[config.mk]
export PLATFORM = sky130hd
export DESIGN_NAME = glyph_shelf_packer_unit_flat
export DESIGN_NICKNAME = d
export VERILOG_FILES = /design/src/rtl/gsp_pkg.sv /design/src/rtl/gsp_if.sv /design/src/rtl/gsp_front.sv /design/src/rtl/gsp_queue.sv /design/src/rtl/gsp_back.sv /design/src/rtl/glyph_shelf_packer_unit.sv /design/src/flat_wrapper.sv
export SDC_FILE = /design/constraint.sdc
export NUM_CORES = 1
export LEC_CHECK = 0
export ABC_AREA = 0
export ABC_CLOCK_PERIOD_IN_PS = 17200
export BUFFER_PORTS_ARGS = -buffer_cell sky130_fd_sc_hd__buf_2
export CORE_ASPECT_RATIO = 0.75
export CORE_MARGIN = 3
export CORE_UTILIZATION = 40
export CTS_CLUSTER_SIZE = 28
export DETAILED_ROUTE_END_ITERATION = 10
export PLACE_DENSITY = 0.61
export SLEW_MARGIN = 20
export SYNTH_ARGS = -nofsm -noshare
export SYNTH_HDL_FRONTEND = slang
export SYNTH_SLANG_ARGS = --single-unit
[constraint.sdc]
create_clock -name clk -period 17.2 [get_ports clk]
set_clock_uncertainty 0.1 [all_clocks]
set_input_delay 2.58 -clock clk [delete_from_list [all_inputs] [get_ports clk]]
set_output_delay 2.58 -clock clk [all_outputs]
set_load 0.005 [all_outputs]
[src/rtl/gsp_pkg.sv]
`default_nettype none
// ----------------------------------------------------------------------------
// gsp_pkg
// Shared types, constants and helpers of the glyph shelf packer.
// ----------------------------------------------------------------------------
package gsp_pkg;

  // Hard cap on atlas height, applied on top of the max_texture_size register
  localparam int MAX_TEXTURE_DIM = 16384;
  localparam int GAP             = 1;

  // Register and field widths
  localparam int AW_W       = 11;
  localparam int MAXT_W     = 15;
  localparam int FONT_W     = 11;
  localparam int RAD_W      = 7;
  localparam int CFG_DATA_W = 15;
  localparam int GLYPH_W    = 11;
  localparam int POS_W      = 15;
  localparam int STATUS_W   = 2;

  // Internal widths
  localparam int PAD_W    = 12;          // glyph plus padding on both sides
  localparam int PEN_X_W  = 15;
  localparam int PEN_Y_W  = 16;
  localparam int ROW_W    = 12;
  localparam int HEIGHT_W = 16;
  localparam int SUM_W    = 17;          // pen + padded size + gap
  localparam int GROW_W   = SUM_W + 1;   // power of two above a SUM_W value
  localparam int DIM_W    = $clog2(MAX_TEXTURE_DIM + 1);

  // Command queue between front and back
  localparam int QUEUE_DEPTH = 2;
  localparam int PTR_W       = $clog2(QUEUE_DEPTH);
  localparam int CNT_W       = $clog2(QUEUE_DEPTH + 1);

  // Configuration register indexes
  typedef enum logic [1:0] {
    CFG_ATLAS_WIDTH      = 2'd0,
    CFG_MAX_TEXTURE_SIZE = 2'd1,
    CFG_FONT_SIZE        = 2'd2,
    CFG_OUTLINE_RADIUS   = 2'd3
  } cfg_index_t;

  // Function codes of an input transaction
  localparam logic FUNC_BEGIN = 1'b0;
  localparam logic FUNC_PLACE = 1'b1;

  // Result status codes
  localparam logic [STATUS_W-1:0] STATUS_OK      = 2'd0;
  localparam logic [STATUS_W-1:0] STATUS_NO_ROOM = 2'd1;
  localparam logic [STATUS_W-1:0] STATUS_FAILED  = 2'd2;

  // Classified operation
  typedef enum logic [1:0] {
    OP_BEGIN = 2'd0,
    OP_PLACE = 2'd1,
    OP_EMPTY = 2'd2
  } op_t;

  typedef struct packed {
    logic [AW_W-1:0]   atlas_width;
    logic [MAXT_W-1:0] max_texture_size;
    logic [FONT_W-1:0] font_size;
    logic [RAD_W-1:0]  outline_radius;
  } cfg_t;

  typedef struct packed {
    op_t              op;
    logic [PAD_W-1:0] w;
    logic [PAD_W-1:0] h;
  } cmd_t;

  typedef struct packed {
    logic [CNT_W-1:0] count;
    logic             full;
    logic             empty;
  } queue_stat_t;

  typedef struct packed {
    logic pop;
    logic failed;
  } back_stat_t;

  // Smallest power of two strictly greater than v: smear the top bit down, add one
  function automatic logic [GROW_W-1:0] pow2_above(input logic [SUM_W-1:0] v);
    logic [SUM_W-1:0] m;
    m = v;
    for (int s = 1; s < SUM_W; s = s * 2) begin
      m = m | (m >> s);
    end
    return {1'b0, m} + GROW_W'(1);
  endfunction

endpackage
`default_nettype wire

[src/rtl/gsp_if.sv]
`default_nettype none
// ----------------------------------------------------------------------------
// gsp_in_if / gsp_out_if
// Valid/ready channels carrying glyph commands in and placements out.
// ----------------------------------------------------------------------------
interface gsp_in_if;
  import gsp_pkg::*;

  logic               valid;
  logic               ready;
  logic               func;
  logic [GLYPH_W-1:0] glyph_width;
  logic [GLYPH_W-1:0] glyph_height;

  modport source(output valid, func, glyph_width, glyph_height, input ready);
  modport sink(input valid, func, glyph_width, glyph_height, output ready);
endinterface

interface gsp_out_if;
  import gsp_pkg::*;

  logic                valid;
  logic                ready;
  logic [POS_W-1:0]    pos_x;
  logic [POS_W-1:0]    pos_y;
  logic [POS_W-1:0]    atlas_height;
  logic [STATUS_W-1:0] status;

  modport source(output valid, pos_x, pos_y, atlas_height, status, input ready);
  modport sink(input valid, pos_x, pos_y, atlas_height, status, output ready);
endinterface
`default_nettype wire

[src/rtl/gsp_front.sv]
`default_nettype none
// ----------------------------------------------------------------------------
// gsp_front
// Accepts glyph transactions, classifies them and pads the glyph size.
// ----------------------------------------------------------------------------
module gsp_front (
  gsp_in_if.sink          glyph_in,
  input  gsp_pkg::cfg_t   cfg,
  input  logic            q_full,
  output logic            push,
  output gsp_pkg::cmd_t   cmd
);
  import gsp_pkg::*;

  // Take a transaction whenever the queue has a free slot
  assign glyph_in.ready = !q_full;
  assign push           = glyph_in.valid && !q_full;

  // Classify: begin, empty glyph (no bitmap) or real placement
  always_comb begin
    if (glyph_in.func == FUNC_BEGIN) begin
      cmd.op = OP_BEGIN;
    end else if (glyph_in.glyph_width == '0 || glyph_in.glyph_height == '0) begin
      cmd.op = OP_EMPTY;
    end else begin
      cmd.op = OP_PLACE;
    end
    // Outline padding on both sides
    cmd.w = PAD_W'(glyph_in.glyph_width) + PAD_W'({cfg.outline_radius, 1'b0});
    cmd.h = PAD_W'(glyph_in.glyph_height) + PAD_W'({cfg.outline_radius, 1'b0});
  end

endmodule
`default_nettype wire

[src/rtl/gsp_queue.sv]
`default_nettype none
// ----------------------------------------------------------------------------
// gsp_queue
// Short command FIFO decoupling the front from the placement back end.
// ----------------------------------------------------------------------------
module gsp_queue (
  input  logic                 clk,
  input  logic                 rst,
  input  logic                 push,
  input  gsp_pkg::cmd_t        push_data,
  input  logic                 pop,
  output gsp_pkg::cmd_t        pop_data,
  output gsp_pkg::queue_stat_t stat
);
  import gsp_pkg::*;

  localparam logic [PTR_W-1:0] PTR_LAST = PTR_W'(QUEUE_DEPTH - 1);

  cmd_t             entries [QUEUE_DEPTH];
  logic [PTR_W-1:0] wr_ptr;
  logic [PTR_W-1:0] rd_ptr;
  logic [CNT_W-1:0] count;

  // Pointers and fill count
  always_ff @(posedge clk) begin
    if (rst) begin
      wr_ptr <= '0;
      rd_ptr <= '0;
      count  <= '0;
    end else begin
      if (push) begin
        wr_ptr <= (wr_ptr == PTR_LAST) ? '0 : wr_ptr + PTR_W'(1);
      end
      if (pop) begin
        rd_ptr <= (rd_ptr == PTR_LAST) ? '0 : rd_ptr + PTR_W'(1);
      end
      case ({push, pop})
        2'b10:   count <= count + CNT_W'(1);
        2'b01:   count <= count - CNT_W'(1);
        default: count <= count;
      endcase
    end
  end

  // Storage
  always_ff @(posedge clk) begin
    if (push) begin
      entries[wr_ptr] <= push_data;
    end
  end

  assign pop_data   = entries[rd_ptr];
  assign stat.count = count;
  assign stat.full  = (count == CNT_W'(QUEUE_DEPTH));
  assign stat.empty = (count == '0);

endmodule
`default_nettype wire

[src/rtl/gsp_back.sv]
`default_nettype none
// ----------------------------------------------------------------------------
// gsp_back
// Shelf placement: pen, row height and atlas height state plus the result
// register.
// ----------------------------------------------------------------------------
module gsp_back (
  input  logic                clk,
  input  logic                rst,
  input  gsp_pkg::cfg_t       cfg,
  input  logic                q_valid,
  input  gsp_pkg::cmd_t       cmd,
  gsp_out_if.source           result_out,
  output gsp_pkg::back_stat_t stat
);
  import gsp_pkg::*;

  // Placement state
  logic [PEN_X_W-1:0]  pen_x,      pen_x_next;
  logic [PEN_Y_W-1:0]  pen_y,      pen_y_next;
  logic [ROW_W-1:0]    row_height, row_height_next;
  logic [HEIGHT_W-1:0] cur_height, cur_height_next;
  logic                failed,     failed_next;

  // Result register
  logic                out_valid;
  logic [POS_W-1:0]    pos_x,  pos_x_next;
  logic [POS_W-1:0]    pos_y,  pos_y_next;
  logic [STATUS_W-1:0] status, status_next;

  logic                pop;
  logic [SUM_W-1:0]    sum_x;
  logic                wrap;
  logic [SUM_W-1:0]    y_wrap_sum;
  logic [PEN_Y_W-1:0]  y_eff;
  logic [ROW_W-1:0]    row_eff;
  logic [SUM_W-1:0]    sum_y;
  logic                need_grow;
  logic [GROW_W-1:0]   grown;
  logic [GROW_W-1:0]   limit;
  logic                too_big;
  logic [HEIGHT_W-1:0] begin_height;
  logic [PEN_X_W-1:0]  x_after_wrap;

  // Pop whenever the result slot is free or being drained
  assign pop = q_valid && (!out_valid || result_out.ready);

  // Row wrap check and the wrapped pen position
  assign sum_x      = SUM_W'(pen_x) + SUM_W'(cmd.w) + SUM_W'(GAP);
  assign wrap       = SUM_W'(cfg.atlas_width) < sum_x;
  assign y_wrap_sum = SUM_W'(pen_y) + SUM_W'(row_height) + SUM_W'(GAP);
  assign y_eff      = wrap ? y_wrap_sum[PEN_Y_W-1:0] : pen_y;
  assign row_eff    = wrap ? '0 : row_height;

  // Height check and power-of-two growth against the smaller limit
  assign sum_y     = SUM_W'(y_eff) + SUM_W'(cmd.h) + SUM_W'(GAP);
  assign need_grow = SUM_W'(cur_height) < sum_y;
  assign grown     = pow2_above(sum_y);
  assign limit     = (GROW_W'(cfg.max_texture_size) < GROW_W'(MAX_TEXTURE_DIM))
                   ? GROW_W'(cfg.max_texture_size) : GROW_W'(MAX_TEXTURE_DIM);
  assign too_big   = need_grow && (grown > limit);

  // Initial atlas height of a new atlas
  logic [GROW_W-1:0] begin_pow;
  assign begin_pow    = pow2_above(SUM_W'(cfg.font_size));
  assign begin_height = begin_pow[HEIGHT_W-1:0];

  // Pen after a glyph placed at x = 1 on a fresh row
  assign x_after_wrap = PEN_X_W'(cmd.w) + PEN_X_W'(1 + GAP);

  // Next state and next result
  always_comb begin
    pen_x_next      = pen_x;
    pen_y_next      = pen_y;
    row_height_next = row_height;
    cur_height_next = cur_height;
    failed_next     = failed;
    pos_x_next      = '0;
    pos_y_next      = '0;
    status_next     = STATUS_OK;
    case (cmd.op)
      OP_BEGIN: begin
        pen_x_next      = PEN_X_W'(1);
        pen_y_next      = PEN_Y_W'(1);
        row_height_next = '0;
        cur_height_next = begin_height;
        failed_next     = 1'b0;
      end
      OP_EMPTY: begin
        if (failed) begin
          status_next = STATUS_FAILED;
        end
      end
      OP_PLACE: begin
        if (failed) begin
          status_next = STATUS_FAILED;
        end else begin
          // Wrap stays in effect even when the height check fails
          pen_y_next      = y_eff;
          row_height_next = row_eff;
          if (wrap) begin
            pen_x_next = PEN_X_W'(1);
          end
          if (too_big) begin
            failed_next = 1'b1;
            status_next = STATUS_NO_ROOM;
          end else begin
            if (need_grow) begin
              cur_height_next = grown[HEIGHT_W-1:0];
            end
            if (ROW_W'(cmd.h) > row_eff) begin
              row_height_next = ROW_W'(cmd.h);
            end
            pen_x_next = wrap ? x_after_wrap : sum_x[PEN_X_W-1:0];
            pos_x_next = wrap ? POS_W'(1) : POS_W'(pen_x);
            pos_y_next = y_eff[POS_W-1:0];
          end
        end
      end
      default: begin
        status_next = STATUS_OK;
      end
    endcase
  end

  // State registers
  always_ff @(posedge clk) begin
    if (rst) begin
      pen_x      <= PEN_X_W'(1);
      pen_y      <= PEN_Y_W'(1);
      row_height <= '0;
      cur_height <= '0;
      failed     <= 1'b0;
    end else if (pop) begin
      pen_x      <= pen_x_next;
      pen_y      <= pen_y_next;
      row_height <= row_height_next;
      cur_height <= cur_height_next;
      failed     <= failed_next;
    end
  end

  // Result valid
  always_ff @(posedge clk) begin
    if (rst) begin
      out_valid <= 1'b0;
    end else if (pop) begin
      out_valid <= 1'b1;
    end else if (result_out.ready) begin
      out_valid <= 1'b0;
    end
  end

  // Result payload
  logic [POS_W-1:0] atlas_height;
  always_ff @(posedge clk) begin
    if (pop) begin
      pos_x        <= pos_x_next;
      pos_y        <= pos_y_next;
      status       <= status_next;
      atlas_height <= cur_height_next[POS_W-1:0];
    end
  end

  assign result_out.valid        = out_valid;
  assign result_out.pos_x        = pos_x;
  assign result_out.pos_y        = pos_y;
  assign result_out.atlas_height = atlas_height;
  assign result_out.status       = status;

  assign stat.pop    = pop;
  assign stat.failed = failed;

endmodule
`default_nettype wire

[src/rtl/glyph_shelf_packer_unit.sv]
`default_nettype none
// ----------------------------------------------------------------------------
// glyph_shelf_packer_unit
// Shelf packer that assigns atlas positions to padded glyph rectangles.
// ----------------------------------------------------------------------------
// Takes one transaction per clock while the command queue has a free slot and
// returns one result per transaction, in order. A begin (func 0) opens a new
// atlas; a place (func 1) returns the top-left corner of the padded glyph, the
// atlas height and a status. An accepted transaction is written into a
// two-entry command queue and then goes through the placement stage, whose
// update of pen, row height and atlas height (wrap check, height check,
// power-of-two growth) sets the rate of one transaction per cycle while
// results are taken. The result sits in an output register; while it waits
// to be taken, the queue still accepts up to two more transactions.
// Configuration writes belong in idle periods.
// ----------------------------------------------------------------------------
module glyph_shelf_packer_unit (
  input  logic                           clk,
  input  logic                           rst,
  gsp_in_if.sink                         glyph_in,
  gsp_out_if.source                      result_out,
  input  logic                           cfg_we,
  input  gsp_pkg::cfg_index_t            cfg_index,
  input  logic [gsp_pkg::CFG_DATA_W-1:0] cfg_data
);
  import gsp_pkg::*;

  cfg_t        cfg;
  logic        push;
  cmd_t        push_cmd;
  cmd_t        pop_cmd;
  queue_stat_t q_stat;
  back_stat_t  back_stat;

  // Configuration registers
  always_ff @(posedge clk) begin
    if (rst) begin
      cfg.atlas_width      <= AW_W'(128);
      cfg.max_texture_size <= MAXT_W'(2048);
      cfg.font_size        <= FONT_W'(16);
      cfg.outline_radius   <= '0;
    end else if (cfg_we) begin
      case (cfg_index)
        CFG_ATLAS_WIDTH:      cfg.atlas_width      <= cfg_data[AW_W-1:0];
        CFG_MAX_TEXTURE_SIZE: cfg.max_texture_size <= cfg_data[MAXT_W-1:0];
        CFG_FONT_SIZE:        cfg.font_size        <= cfg_data[FONT_W-1:0];
        CFG_OUTLINE_RADIUS:   cfg.outline_radius   <= cfg_data[RAD_W-1:0];
        default:              cfg                  <= cfg;
      endcase
    end
  end

  gsp_front u_front (
    .glyph_in (glyph_in),
    .cfg      (cfg),
    .q_full   (q_stat.full),
    .push     (push),
    .cmd      (push_cmd)
  );

  gsp_queue u_queue (
    .clk       (clk),
    .rst       (rst),
    .push      (push),
    .push_data (push_cmd),
    .pop       (back_stat.pop),
    .pop_data  (pop_cmd),
    .stat      (q_stat)
  );

  gsp_back u_back (
    .clk        (clk),
    .rst        (rst),
    .cfg        (cfg),
    .q_valid    (!q_stat.empty),
    .cmd        (pop_cmd),
    .result_out (result_out),
    .stat       (back_stat)
  );

  // Queue never holds more than its depth
  a_queue_bound: assert property (@(posedge clk) disable iff (rst)
    q_stat.count <= CNT_W'(QUEUE_DEPTH))
    else $error("command queue over depth");

  // Back end only pops real commands
  a_pop_nonempty: assert property (@(posedge clk) disable iff (rst)
    back_stat.pop |-> !q_stat.empty)
    else $error("pop from empty queue");

  // A failure status on the output means the failure flag is set
  a_fail_flag: assert property (@(posedge clk) disable iff (rst)
    result_out.valid &&
    (result_out.status == STATUS_NO_ROOM || result_out.status == STATUS_FAILED)
    |-> back_stat.failed)
    else $error("failure status without failure flag");

  // Accepted transaction enters the queue on the next cycle
  a_push_count: assert property (@(posedge clk) disable iff (rst)
    glyph_in.valid && glyph_in.ready && !back_stat.pop
    |=> q_stat.count == $past(q_stat.count) + CNT_W'(1))
    else $error("queue count did not track push");

endmodule
`default_nettype wire
[src/flat_wrapper.sv]
// flat-port wrapper written by rule: the top's interface ports become plain ports
module glyph_shelf_packer_unit_flat import gsp_pkg::*;
  (clk, rst, cfg_we, cfg_index, cfg_data, glyph_in_valid, glyph_in_func, glyph_in_glyph_width, glyph_in_glyph_height, glyph_in_ready, result_out_valid, result_out_pos_x, result_out_pos_y, result_out_atlas_height, result_out_status, result_out_ready);
  gsp_in_if glyph_in_i ();
  gsp_out_if result_out_i ();
  input  logic clk;
  input  logic rst;
  input  logic cfg_we;
  input  gsp_pkg::cfg_index_t cfg_index;
  input  logic [gsp_pkg::CFG_DATA_W-1:0] cfg_data;
  input wire logic [$bits(glyph_in_i.valid)-1:0] glyph_in_valid;
  input wire logic [$bits(glyph_in_i.func)-1:0] glyph_in_func;
  input wire logic [$bits(glyph_in_i.glyph_width)-1:0] glyph_in_glyph_width;
  input wire logic [$bits(glyph_in_i.glyph_height)-1:0] glyph_in_glyph_height;
  output wire logic [$bits(glyph_in_i.ready)-1:0] glyph_in_ready;
  output wire logic [$bits(result_out_i.valid)-1:0] result_out_valid;
  output wire logic [$bits(result_out_i.pos_x)-1:0] result_out_pos_x;
  output wire logic [$bits(result_out_i.pos_y)-1:0] result_out_pos_y;
  output wire logic [$bits(result_out_i.atlas_height)-1:0] result_out_atlas_height;
  output wire logic [$bits(result_out_i.status)-1:0] result_out_status;
  input wire logic [$bits(result_out_i.ready)-1:0] result_out_ready;
  assign glyph_in_i.valid = glyph_in_valid;
  assign glyph_in_i.func = glyph_in_func;
  assign glyph_in_i.glyph_width = glyph_in_glyph_width;
  assign glyph_in_i.glyph_height = glyph_in_glyph_height;
  assign glyph_in_ready = glyph_in_i.ready;
  assign result_out_valid = result_out_i.valid;
  assign result_out_pos_x = result_out_i.pos_x;
  assign result_out_pos_y = result_out_i.pos_y;
  assign result_out_atlas_height = result_out_i.atlas_height;
  assign result_out_status = result_out_i.status;
  assign result_out_i.ready = result_out_ready;
  glyph_shelf_packer_unit u_core (.clk(clk), .rst(rst), .glyph_in(glyph_in_i), .result_out(result_out_i), .cfg_we(cfg_we), .cfg_index(cfg_index), .cfg_data(cfg_data));
endmodule
==> results.md, run 1 <==
* Status: completed
* RePlAce Congestion at roughly 0.94
* Cell row count at 57
* Synth Area per Inst at a little over 9 sq um
* Die area at roughly 35000 sq um
* Grt ovf at 0
* Initial antenna violation count at 1
* Drt initial violations at 1009
* Wire per inst at ~20 um
* Die Ht at roughly 160 um
* Skew-Pair Late Insertion Delay at 0.56 ns
* Pins over their slew limit at 0
* Crit-path max FO at 33
* Final period util at roughly 76%
* Fmax at 76.74 MHz
* #FFs+latches synth at about 210
* Hold Path Stages at 2
* WP data required at around 17 ns
* Antenna-violating nets left at 0
* Post-route minimum period at 13.03 ns
* Worst path slowest cell: nor2_1
* Final #Nets at roughly 1700
* CP Capture Type: flip-flop
* Clock transition at path regs at 0.06 ns
* GRT Total Usage at approximately 22%
* Final core utilization at 46.17%
* Most used cell, CP: o21ai_0
* Synth area leader: edfxtp_1
* Lkg Pwr at slightly above 6 nW
* Setup_tns at 0 ns
* Post-synthesis cell type count at 90
* Clock root buffer: clkbuf_16
* H-tree Lvls at 1
* Sink Count at about 210
* Slew HR at around 28%
* Post-synthesis cell count at roughly 1400
* Power per cell area at roughly 160 nW/um^2
* Final hold vios at 0
* Largest delay share family, worst path: compound AO/OA/AOI/OAI gates
* DRC at 0
* Post-synthesis sequential area ratio at 39.07%
* Vias in the first global route at approximately 10000
* Ant diodes at 0
* Setup violators final at 0
* Total CTS buffers at 24
* RSZ-0062 raised after global routing: false
* Max VDD drop at about 0.11 mV
* CTS resizes at 0
* Most common cell in the netlist: nand2_1
* Worst hold slack at around 0.33 ns
* CTS tree: yes
* Synth warnings at 0
* Vias at around 11000
* Type of the most critical hold path: reg -> reg
* CP startpoint kind: flip-flop
* Cell Area, Synth at about 13000 sq um
* Initial Util at 40.72%
* IO Pins at 94
* First-pass GRT wire length at 61.54 mm
* Maximum clock path buffer count at 3
* Commonest cells in the netlist: nand2_1, nor2_1, dfxtp_1
* Post-CTS Setup Inserts at 0
* Share of cells above drive strength 1 at 12.48%
* CP bufs+invs at 5
* Critical Path Max Stage Delay at just over 0.7 ns
* Dominant synthesized flop cell: dfxtp_1
* Area Growth Syn to Fin at 13.37%
* Arr. time, crit path at around 13 ns
* Largest net degree at the start of global routing at 83
* Final worst setup slack at 4.170 ns
* Top-area cell type share of the netlist area at ~22%
* Ys async rst share at 0%
* Area contributors post-synth: edfxtp_1, dfxtp_1, ha_1
* Pwr Total at between 2 and 2.5 mW
* Place WS at 4.465 ns
* Hold-fix buffers, CTS at 0
* Die width at about 220 um
* CP Depth at between 50 and 60
* Core ar. at between 30000 and 40000 sq um
* Worst-Margin Slew at 1.081 ns
* Reg2reg path depth at 51
* Pre-Repair DR Iteration Count at 5
* DPL Wire Length at ~30 mm
* Number of flops mapped to enable cells by yosys at around 100
* Port Buffers at between 90 and 100
* Vias per std cell at 5.589
* Maximum capacitance violations at 0
* Final WL at roughly 40 mm
* Setup CP Type: reg -> reg
cells by family (layout without fill, tap and decap cells):
family,count (synthesis),after routing,share of synthesized area [%]
simple gates,504,504,18.42
mux,61,61,4.856
flops,209,209,39.07
xor+xnor,65,65,4.298
buf+inv,139,238,4.062
compound gates,351,351,18.16
other cells,1,3,0.02831
fa+ha+maj,115,115,11.10
worst reg2reg max path, delay by kind of cell, from the launching register on:
kind,cells,cell delay (ns)
simple gates,13,3.54
xor+xnor,2,0.31
flops,1,0.68
fa+ha+maj,6,1.98
compound gates,24,5.17
buf+inv,5,0.79
mux,1,0.30
routing by layer:
metal  GRT usage [%]  up-vias  wire, um
met5               0        -         0
met1           33.02     5239     19330
met3           5.914       61      3403
met2           32.57      402     16130
met4           4.354        0       877
li1                -     5409         -
power by group:
group / switching [mW] / leakage [nW] / internal, mW
clock: 0.215 / 0.408 / 0.329
combinational: 0.794 / 3.96 / 0.426
sequential: 0.0514 / 1.84 / 0.644
total: 1.06 / 6.21 / 1.40
area by class of cell:
| cell class | instances | area, sq um |
|---|---|---|
| clock buffer | 33 | 654.4 |
| clock inverter | 11 | 182.7 |
| fill | 3187 | 17510 |
| inverter | 87 | 326.6 |
| multi-input combinational | 1099 | 7552 |
| sequential | 209 | 5175 |
| tap | 442 | 553.0 |
| timing repair buffer | 107 | 570.5 |
path summary, 6_finish.rpt:
check,startpoint,to,slack [ns]
setup reg to reg,flip-flop,u_core.u_back.row_height[4],4.17
hold reg to reg,u_core.u_back.cur_height[15],u_core.u_back.cur_height[15],0.33
setup / recovery,flip-flop,u_core.u_back.row_height[4],4.17
hold / removal,u_core.u_back.cur_height[15],u_core.u_back.cur_height[15],0.33
state kept, by name, summed over array words and instances, names as in the netlist, 12 cells and up, named ones only:
signal,cells
u_core.cfg,44
u_core.u_back.result_out.pos_y,15
u_core.u_back.result_out.pos_x,15
u_core.u_back.pen_x,15
u_core.u_back.pen_y,16
u_core.u_back.result_out.atlas_height,15
u_core.u_queue.entries,52
u_core.u_back.cur_height,16
u_core.u_back.row_height,12
stage by stage:
step / instances / area (sq um)
floorplan: 1447 / 13250
global placement: 1944 / 14180
detailed placement: 1944 / 14180
CTS: 1988 / 15010
global route: 1988 / 15010
finish: 1988 / 15010
cell usage in the layout, fill, tap and decap left out, types with 29 or more instances in the layout:
cell      count
a21oi_1      95
buf_2        93
dfxtp_1     110
edfxtp_1     99
ha_1        107
inv_1        86
mux2i_1      47
nand2_1     164
nand3_1      34
nor2_1      123
o21ai_0      51
xnor2_1      36
xor2_1       29
Note: power is estimated with default switching activity, not from simulation.
==> inputs of run 2 (changes only) <==
- ABC_CLOCK_PERIOD_IN_PS: 17200 -> 11700
- PLACE_DENSITY: 0.61 -> 0.63
- clock period: 17.2 -> 11.7 ns (I/O delays scaled with it)
==> run 2 against run 1 <==
Net effect: maximum frequency increased by 17%; flip-flop and latch count stayed put; core utilization increased by 0.40 points; non-clock buffer count rose by 16; critical path depth decreased by 4; sequential share of layout area is 0.29 points lower; highest routed layer is now met5.
==> results.md, run 2 (synthesis results as in run 1) <==
* Status: completed (unchanged)
* Pre-Repair DR Iteration Count at 6 (was 5)
* Fmax at 89.43 MHz (was 76.74 MHz)
* Commonest non-fill, non-tap cells in the layout: nand2_1, nor2_1, dfxtp_1 (unchanged)
* Hold-fix buffers, CTS at 0 (unchanged)
* Cell row count at 57 (unchanged)
* IO Pins at 94 (unchanged)
* Largest regs: u_core.u_queue.entries: 52 flops, u_core.cfg: 44 flops (unchanged)
* Vias in the first global route at 10410 (was 10470)
* Antenna-violating nets left at 0 (unchanged)
* Crit-path max FO at 18 (was 33)
* Die width at 216.1 um (unchanged)
* Clock root buffer: clkbuf_16 (unchanged)
* Clock transition at path regs at 0.06 ns (about the same)
* Worst path slowest cell: mux2i_1 (was nor2_1)
* Fillers at 3170 (was 3187)
* RSZ-0062 raised after global routing: true (was false)
* Placed insts at 1957 (was 1944)
* Area Growth Syn to Fin at 14.35% (was 13.37%)
* Grt ovf at 0 (unchanged)
* Critical Path Max Stage Delay at 0.68 ns (was 0.72 ns)
* Total CTS buffers at 23 (was 24)
* Arr. time, crit path at 11.35 ns (was 13.32 ns)
* Worst r2r dst: u_core.u_back.result_out.atlas_height[10] (was u_core.u_back.row_height[4])
* Storage cell area at 5176 sq um (was 5175 sq um)
* Most common cell after layout, fill and taps aside: nand2_1 (unchanged)
* Pwr Total at 3.606 mW (was 2.459 mW)
* H-tree Lvls at 1 (unchanged)
* Max VDD drop at 0.2006 mV (was 0.1060 mV)
* GRT Total Usage at 21.57% (was 22.25%)
* Die Ht at 163.6 um (unchanged)
* Ant diodes at 0 (unchanged)
* RePlAce Congestion at 0.9685 (was 0.9362)
* Vias per std cell at 5.550 (was 5.589)
* Final core utilization at 46.57% (was 46.17%)
* Reg2reg path depth at 47 (was 51)
* R2r setup slk at 0.52 ns (was 4.17 ns)
* CP startpoint kind: flip-flop (unchanged)
* Initial antenna violation count at 1 (unchanged)
* Die area at 35350 sq um (unchanged)
* WP data required at 11.87 ns (was 17.49 ns)
* Largest net degree at the start of global routing at 67 (was 83)
* Slew HR at 26.03% (was 27.62%)
* Largest register by flop count: u_core.u_queue.entries (unchanged)
* Type of the most critical hold path: reg -> reg (unchanged)
* Multi-input gate area at 7644 sq um (was 7552 sq um)
* Pins over their slew limit at 0 (unchanged)
* Post-route minimum period at 11.18 ns (was 13.03 ns)
* Share of cells above drive strength 1 at 14.55% (was 12.48%)
* DPL Wire Length at 29.60 mm (was 30.64 mm)
* Power per cell area at 238.1 nW/um^2 (was 163.8 nW/um^2)
* First-pass GRT wire length at 60.14 mm (was 61.54 mm)
* Port Buffers at 93 (unchanged)
* Max reg flops at 52 (unchanged)
* Setup violators final at 0 (unchanged)
* CP Capture Type: flip-flop (unchanged)
* Hold Path Stages at 2 (unchanged)
* Drt initial violations at 1016 (was 1009)
* Final period util at 95.57% (was 75.76%)
* Final WL at 38.56 mm (was 39.75 mm)
* DRC at 0 (unchanged)
* Finished Layout Cells at 2002 (was 1988)
* Vias at 11110 (about the same)
* Skew-Pair Late Insertion Delay at 0.55 ns (was 0.56 ns)
* Maximum capacitance violations at 0 (unchanged)
* Maximum clock path buffer count at 3 (unchanged)
* CTS tree: yes (unchanged)
* Final #Nets at 1700 (was 1685)
* Core ar. at 32520 sq um (unchanged)
* Sink Count at 209 (unchanged)
* Hold EP: u_core.u_back.cur_height[15] (unchanged)
* Lkg Pwr at 6.260 nW (was 6.209 nW)
* Hold_sp: u_core.u_back.cur_height[15] (unchanged)
* Final hold vios at 0 (unchanged)
* Wire per inst at 19.26 um (was 19.99 um)
* Setup CP Type: reg -> reg (unchanged)
* Worst-Margin Slew at 1.105 ns (was 1.081 ns)
* Initial Util at 40.72% (unchanged)
[run 2: timing repair]
action	CTS	global route
pin swaps	1	7
gates resized for setup	1	27
endpoints found under the setup margin	11	85
endpoints found under the hold margin	0	0
buffers inserted	1	2
[run 2: metal layers]
metal,up-vias,wire length [um],track usage [%]
met5,-,12,0
met4,2,932,4.593
met3,62,2718,3.775
met2,382,15790,31.96
met1,5220,19100,32.76
li1,5446,-,-
[run 2: area by class of cell]
class,instances,area share (%)
clock buffers,29,4.015
clock inverters,13,0.9171
inverters,87,2.156
multi-input cells,1099,50.47
flip-flops and latches,209,34.18
well taps,442,3.652
repair buffers,123,4.610
[run 2: metrics by stage]
| stage | area (sq um) | setup TNS, ns | setup WS [ns] | hold slack [ns] |
|---|---|---|---|---|
| after floorplan | 13250 | 0 | 0.6213 | 0.3127 |
| after global placement | 14280 | 0 | 0.3358 | 0.3267 |
| after detailed placement | 14280 | -0.1237 | -0.1136 | 0.3323 |
| after CTS | 15040 | 0 | 0.1264 | 0.3416 |
| after global routing | 15140 | -0.01797 | -0.01797 | 0.3640 |
| final | 15140 | 0 | 0.5177 | 0.3355 |
[run 2: where the power goes]
group | internal [mW] | switching (mW) | total, mW | leakage [nW]
Clock | 0.417 | 0.308 | 0.725 | 0.358
Combinational | 0.679 | 1.18 | 1.86 | 4.06
Sequential | 0.948 | 0.0718 | 1.02 | 1.84
Total | 2.04 | 1.56 | 3.61 | 6.26
[run 2: critical path, delay by kind of cell (launching register included)]
kind | cells | cell delay [ns]
fa+ha+maj | 6 | 1.85
compound gates | 21 | 4.09
xor+xnor | 2 | 0.53
mux | 2 | 0.92
simple gates | 12 | 2.43
buf+inv | 4 | 0.61
flops | 1 | 0.37
[run 2: how the worst max path moves through the flow]
stage / endpoint / depth (start not counted)
6_report: u_core.u_back.result_out.atlas_height[10] / 47
5_1_grt: u_core.u_back.result_out.atlas_height[10] / 52
4_1_cts: u_core.u_back.result_out.atlas_height[10] / 51
3_5_place_dp: u_core.u_back.result_out.atlas_height[10] / 51
3_3_place_gp: u_core.u_back.result_out.atlas_height[10] / 47
2_1_floorplan: u_core.u_back.cur_height[3] / 54
==> inputs of run 3 (changes only) <==
- CORE_UTILIZATION: 40 -> 55
- PLACE_DENSITY: 0.63 -> 0.81
==> run 3 against run 2 <==
Net effect: flip-flop and latch count is the same; clock power is essentially flat; non-clock buffer count rose by 4; global-route usage is 6.6 points higher; sequential power about the same; die area decreased by 26%; sequential share of layout area is 0.24 points higher.
==> results.md, run 3 (synthesis results as in run 1) <==
* Post-route cell area at 15040 sq um (was 15140 sq um)
* Cell row count at 48 (was 57)
* Port Buffers at 93 (unchanged)
* CTS tree: yes (unchanged)
* Sink Count at 209 (unchanged)
* Vias at 11520 (was 11110)
* M2 GR Usage at 42.14% (was 31.96%)
* Pre-Repair DR Iteration Count at 6 (unchanged)
* Vias per std cell at 6.186 (was 5.550)
* Grt ovf at 0 (unchanged)
* WP data required at 12.04 ns (was 11.87 ns)
* Area Growth Syn to Fin at 13.53% (was 14.35%)
* Initial antenna violation count at 1 (unchanged)
* Final period util at 94.54% (was 95.57%)
* Max reg flops at 52 (unchanged)
* RePlAce Congestion at 1.042 (was 0.9685)
* Vias in the first global route at 10890 (was 10410)
* Wire per inst at 19.94 um (was 19.26 um)
* Power per cell area at 243.9 nW/um^2 (was 238.1 nW/um^2)
* Final #Nets at 1703 (was 1700)
* Worst-Margin Slew at 1.011 ns (was 1.105 ns)
* Setup_tns at 0 ns (unchanged)
* Most common cell after layout, fill and taps aside: nand2_1 (unchanged)
* First-pass GRT wire length at 58.49 mm (was 60.14 mm)
* Drt initial violations at 1103 (was 1016)
* Worst path slowest cell: or4_4 (was mux2i_1)
* Most used cell, CP: ha_1
* Multi-input gate area at 7647 sq um (was 7644 sq um)
* Setup violators final at 0 (unchanged)
* Arr. time, crit path at 11.40 ns (was 11.35 ns)
* Met1 usage at 40.63% (was 32.76%)
* Largest regs: u_core.u_queue.entries: 52 flops, u_core.cfg: 44 flops (unchanged)
* Post-DP Area at 14080 sq um (was 14280 sq um)
* Pwr Total at 3.667 mW (was 3.606 mW)
* H-tree Lvls at 1 (unchanged)
* Commonest non-fill, non-tap cells in the layout: nand2_1, nor2_1, dfxtp_1 (unchanged)
* DPL Wire Length at 27.64 mm (was 29.60 mm)
* Final hold vios at 0 (unchanged)
* Status: completed (unchanged)
* Largest register by flop count: u_core.u_queue.entries (unchanged)
* Setup CP Type: reg -> reg (unchanged)
* Die Ht at 140.4 um (was 163.6 um)
* Antenna-violating nets left at 0 (unchanged)
* Clock transition at path regs at 0.07 ns (was 0.06 ns)
* Initial Util at 56.69% (was 40.72%)
* Total CTS buffers at 22 (was 23)
* Fmax at 90.41 MHz (was 89.43 MHz)
* Maximum capacitance violations at 0 (unchanged)
* Max VDD drop at 0.1907 mV (was 0.2006 mV)
* Clock root buffer: clkbuf_16 (unchanged)
* GRT busiest layer: met2 (was met1)
* Ant diodes at 0 (unchanged)
* Lkg Pwr at 6.287 nW (was 6.260 nW)
* Final core utilization at 64.36% (was 46.57%)
* Die area at 26000 sq um (was 35350 sq um)
* Maximum clock path buffer count at 3 (unchanged)
* Skew-Pair Late Insertion Delay at 0.53 ns (was 0.55 ns)
* Crit-path max FO at 9 (was 18)
* IO Pins at 94 (unchanged)
* CP bufs+invs at 5 (was 4)
* Die width at 185.2 um (was 216.1 um)
* Largest delay share family, worst path: compound AO/OA/AOI/OAI gates (unchanged)
* Post-route minimum period at 11.06 ns (was 11.18 ns)
* Core ar. at 23360 sq um (was 32520 sq um)
* Pins over their slew limit at 0 (unchanged)
* CP startpoint kind: flip-flop (unchanged)
* DRC at 0 (unchanged)
* Storage cell area at 5175 sq um (was 5176 sq um)
* Slew HR at 32.58% (was 26.03%)
* Fillers at 1880 (was 3170)
* Met3 usage at 6.957% (was 3.775%)
* Critical Path Max Stage Delay at 0.59 ns (was 0.68 ns)
* CP Capture Type: flip-flop (unchanged)
* Worst hold slack at 0.3382 ns (was 0.3355 ns)
* Final WL at 37.12 mm (was 38.56 mm)
* Share of cells above drive strength 1 at 14.60% (was 14.55%)
* Largest net degree at the start of global routing at 92 (was 67)
* Type of the most critical hold path: reg -> reg (unchanged)
* GRT Total Usage at 28.13% (was 21.57%)
run 3: cell count changes in the layout (fill, tap and decap cells not counted), moves of 2 or more:
cell / before / now
buf_12: 0 / 2
buf_4: 28 / 30
clkbuf_1: 5 / 2
clkinv_2: 4 / 2
inv_6: 0 / 3
run 3: report_power, final:
group	total [mW]	internal (mW)	switching [mW]
registers	1.02	0.947	0.0693
clock network	0.724	0.418	0.306
logic	1.93	0.741	1.19
total	3.67	2.10	1.56
run 3: routing by layer:
layer | wire (um) | up-vias
li1 | - | 5460
met1 | 16380 | 5403
met2 | 15740 | 565
met3 | 3825 | 88
met4 | 1159 | 2
met5 | 18 | -
run 3: area by class of cell:
| cell class | count | area share, % |
|---|---|---|
| inverter | 87 | 2.172 |
| clock buffer | 24 | 3.711 |
| multi-input combinational | 1099 | 50.86 |
| timing repair buffer | 127 | 5.101 |
| sequential | 209 | 34.42 |
| clock inverter | 16 | 1.240 |
| tap | 300 | 2.496 |
run 3: final timing paths:
| path | from | to | slack [ns] | cells after the start |
|---|---|---|---|---|
| worst max-delay path | flip-flop | u_core.u_back.cur_height[3] | 0.64 | 51 |
| worst min-delay path | u_core.u_back.cur_height[15] | u_core.u_back.cur_height[15] | 0.34 | 2 |
| worst max register to register | flip-flop | u_core.u_back.cur_height[3] | 0.64 | 51 |
| worst min register to register | u_core.u_back.cur_height[15] | u_core.u_back.cur_height[15] | 0.34 | 2 |
run 3: timing repair:
action | 4_1_cts | 5_1_grt
resized for setup | 2 | 27
hold buffers | 0 | 0
gates cloned | 0 | 1
endpoints found under the setup margin | 26 | 85
pin swaps | 0 | 7
buffers inserted | 0 | 10
run 3: worst register-to-register path: cells and delay by family (launching register included):
kind / cells / cell delay (ns)
AO/OA/AOI/OAI: 23 / 4.63
buffers and inverters: 5 / 0.64
XOR/XNOR: 2 / 0.36
multiplexers: 1 / 0.25
adder cells (fa/ha/maj): 6 / 1.86
flip-flops: 1 / 0.34
AND/OR/NAND/NOR: 14 / 2.79
run 3: through the flow:
stage / cells / setup WS [ns]
after floorplan: 1447 / 0.6213
after global placement: 1811 / 0.4213
after detailed placement: 1811 / -0.09780
after CTS: 1851 / 0.01544
after global routing: 1862 / -0.1118
final: 1862 / 0.6389
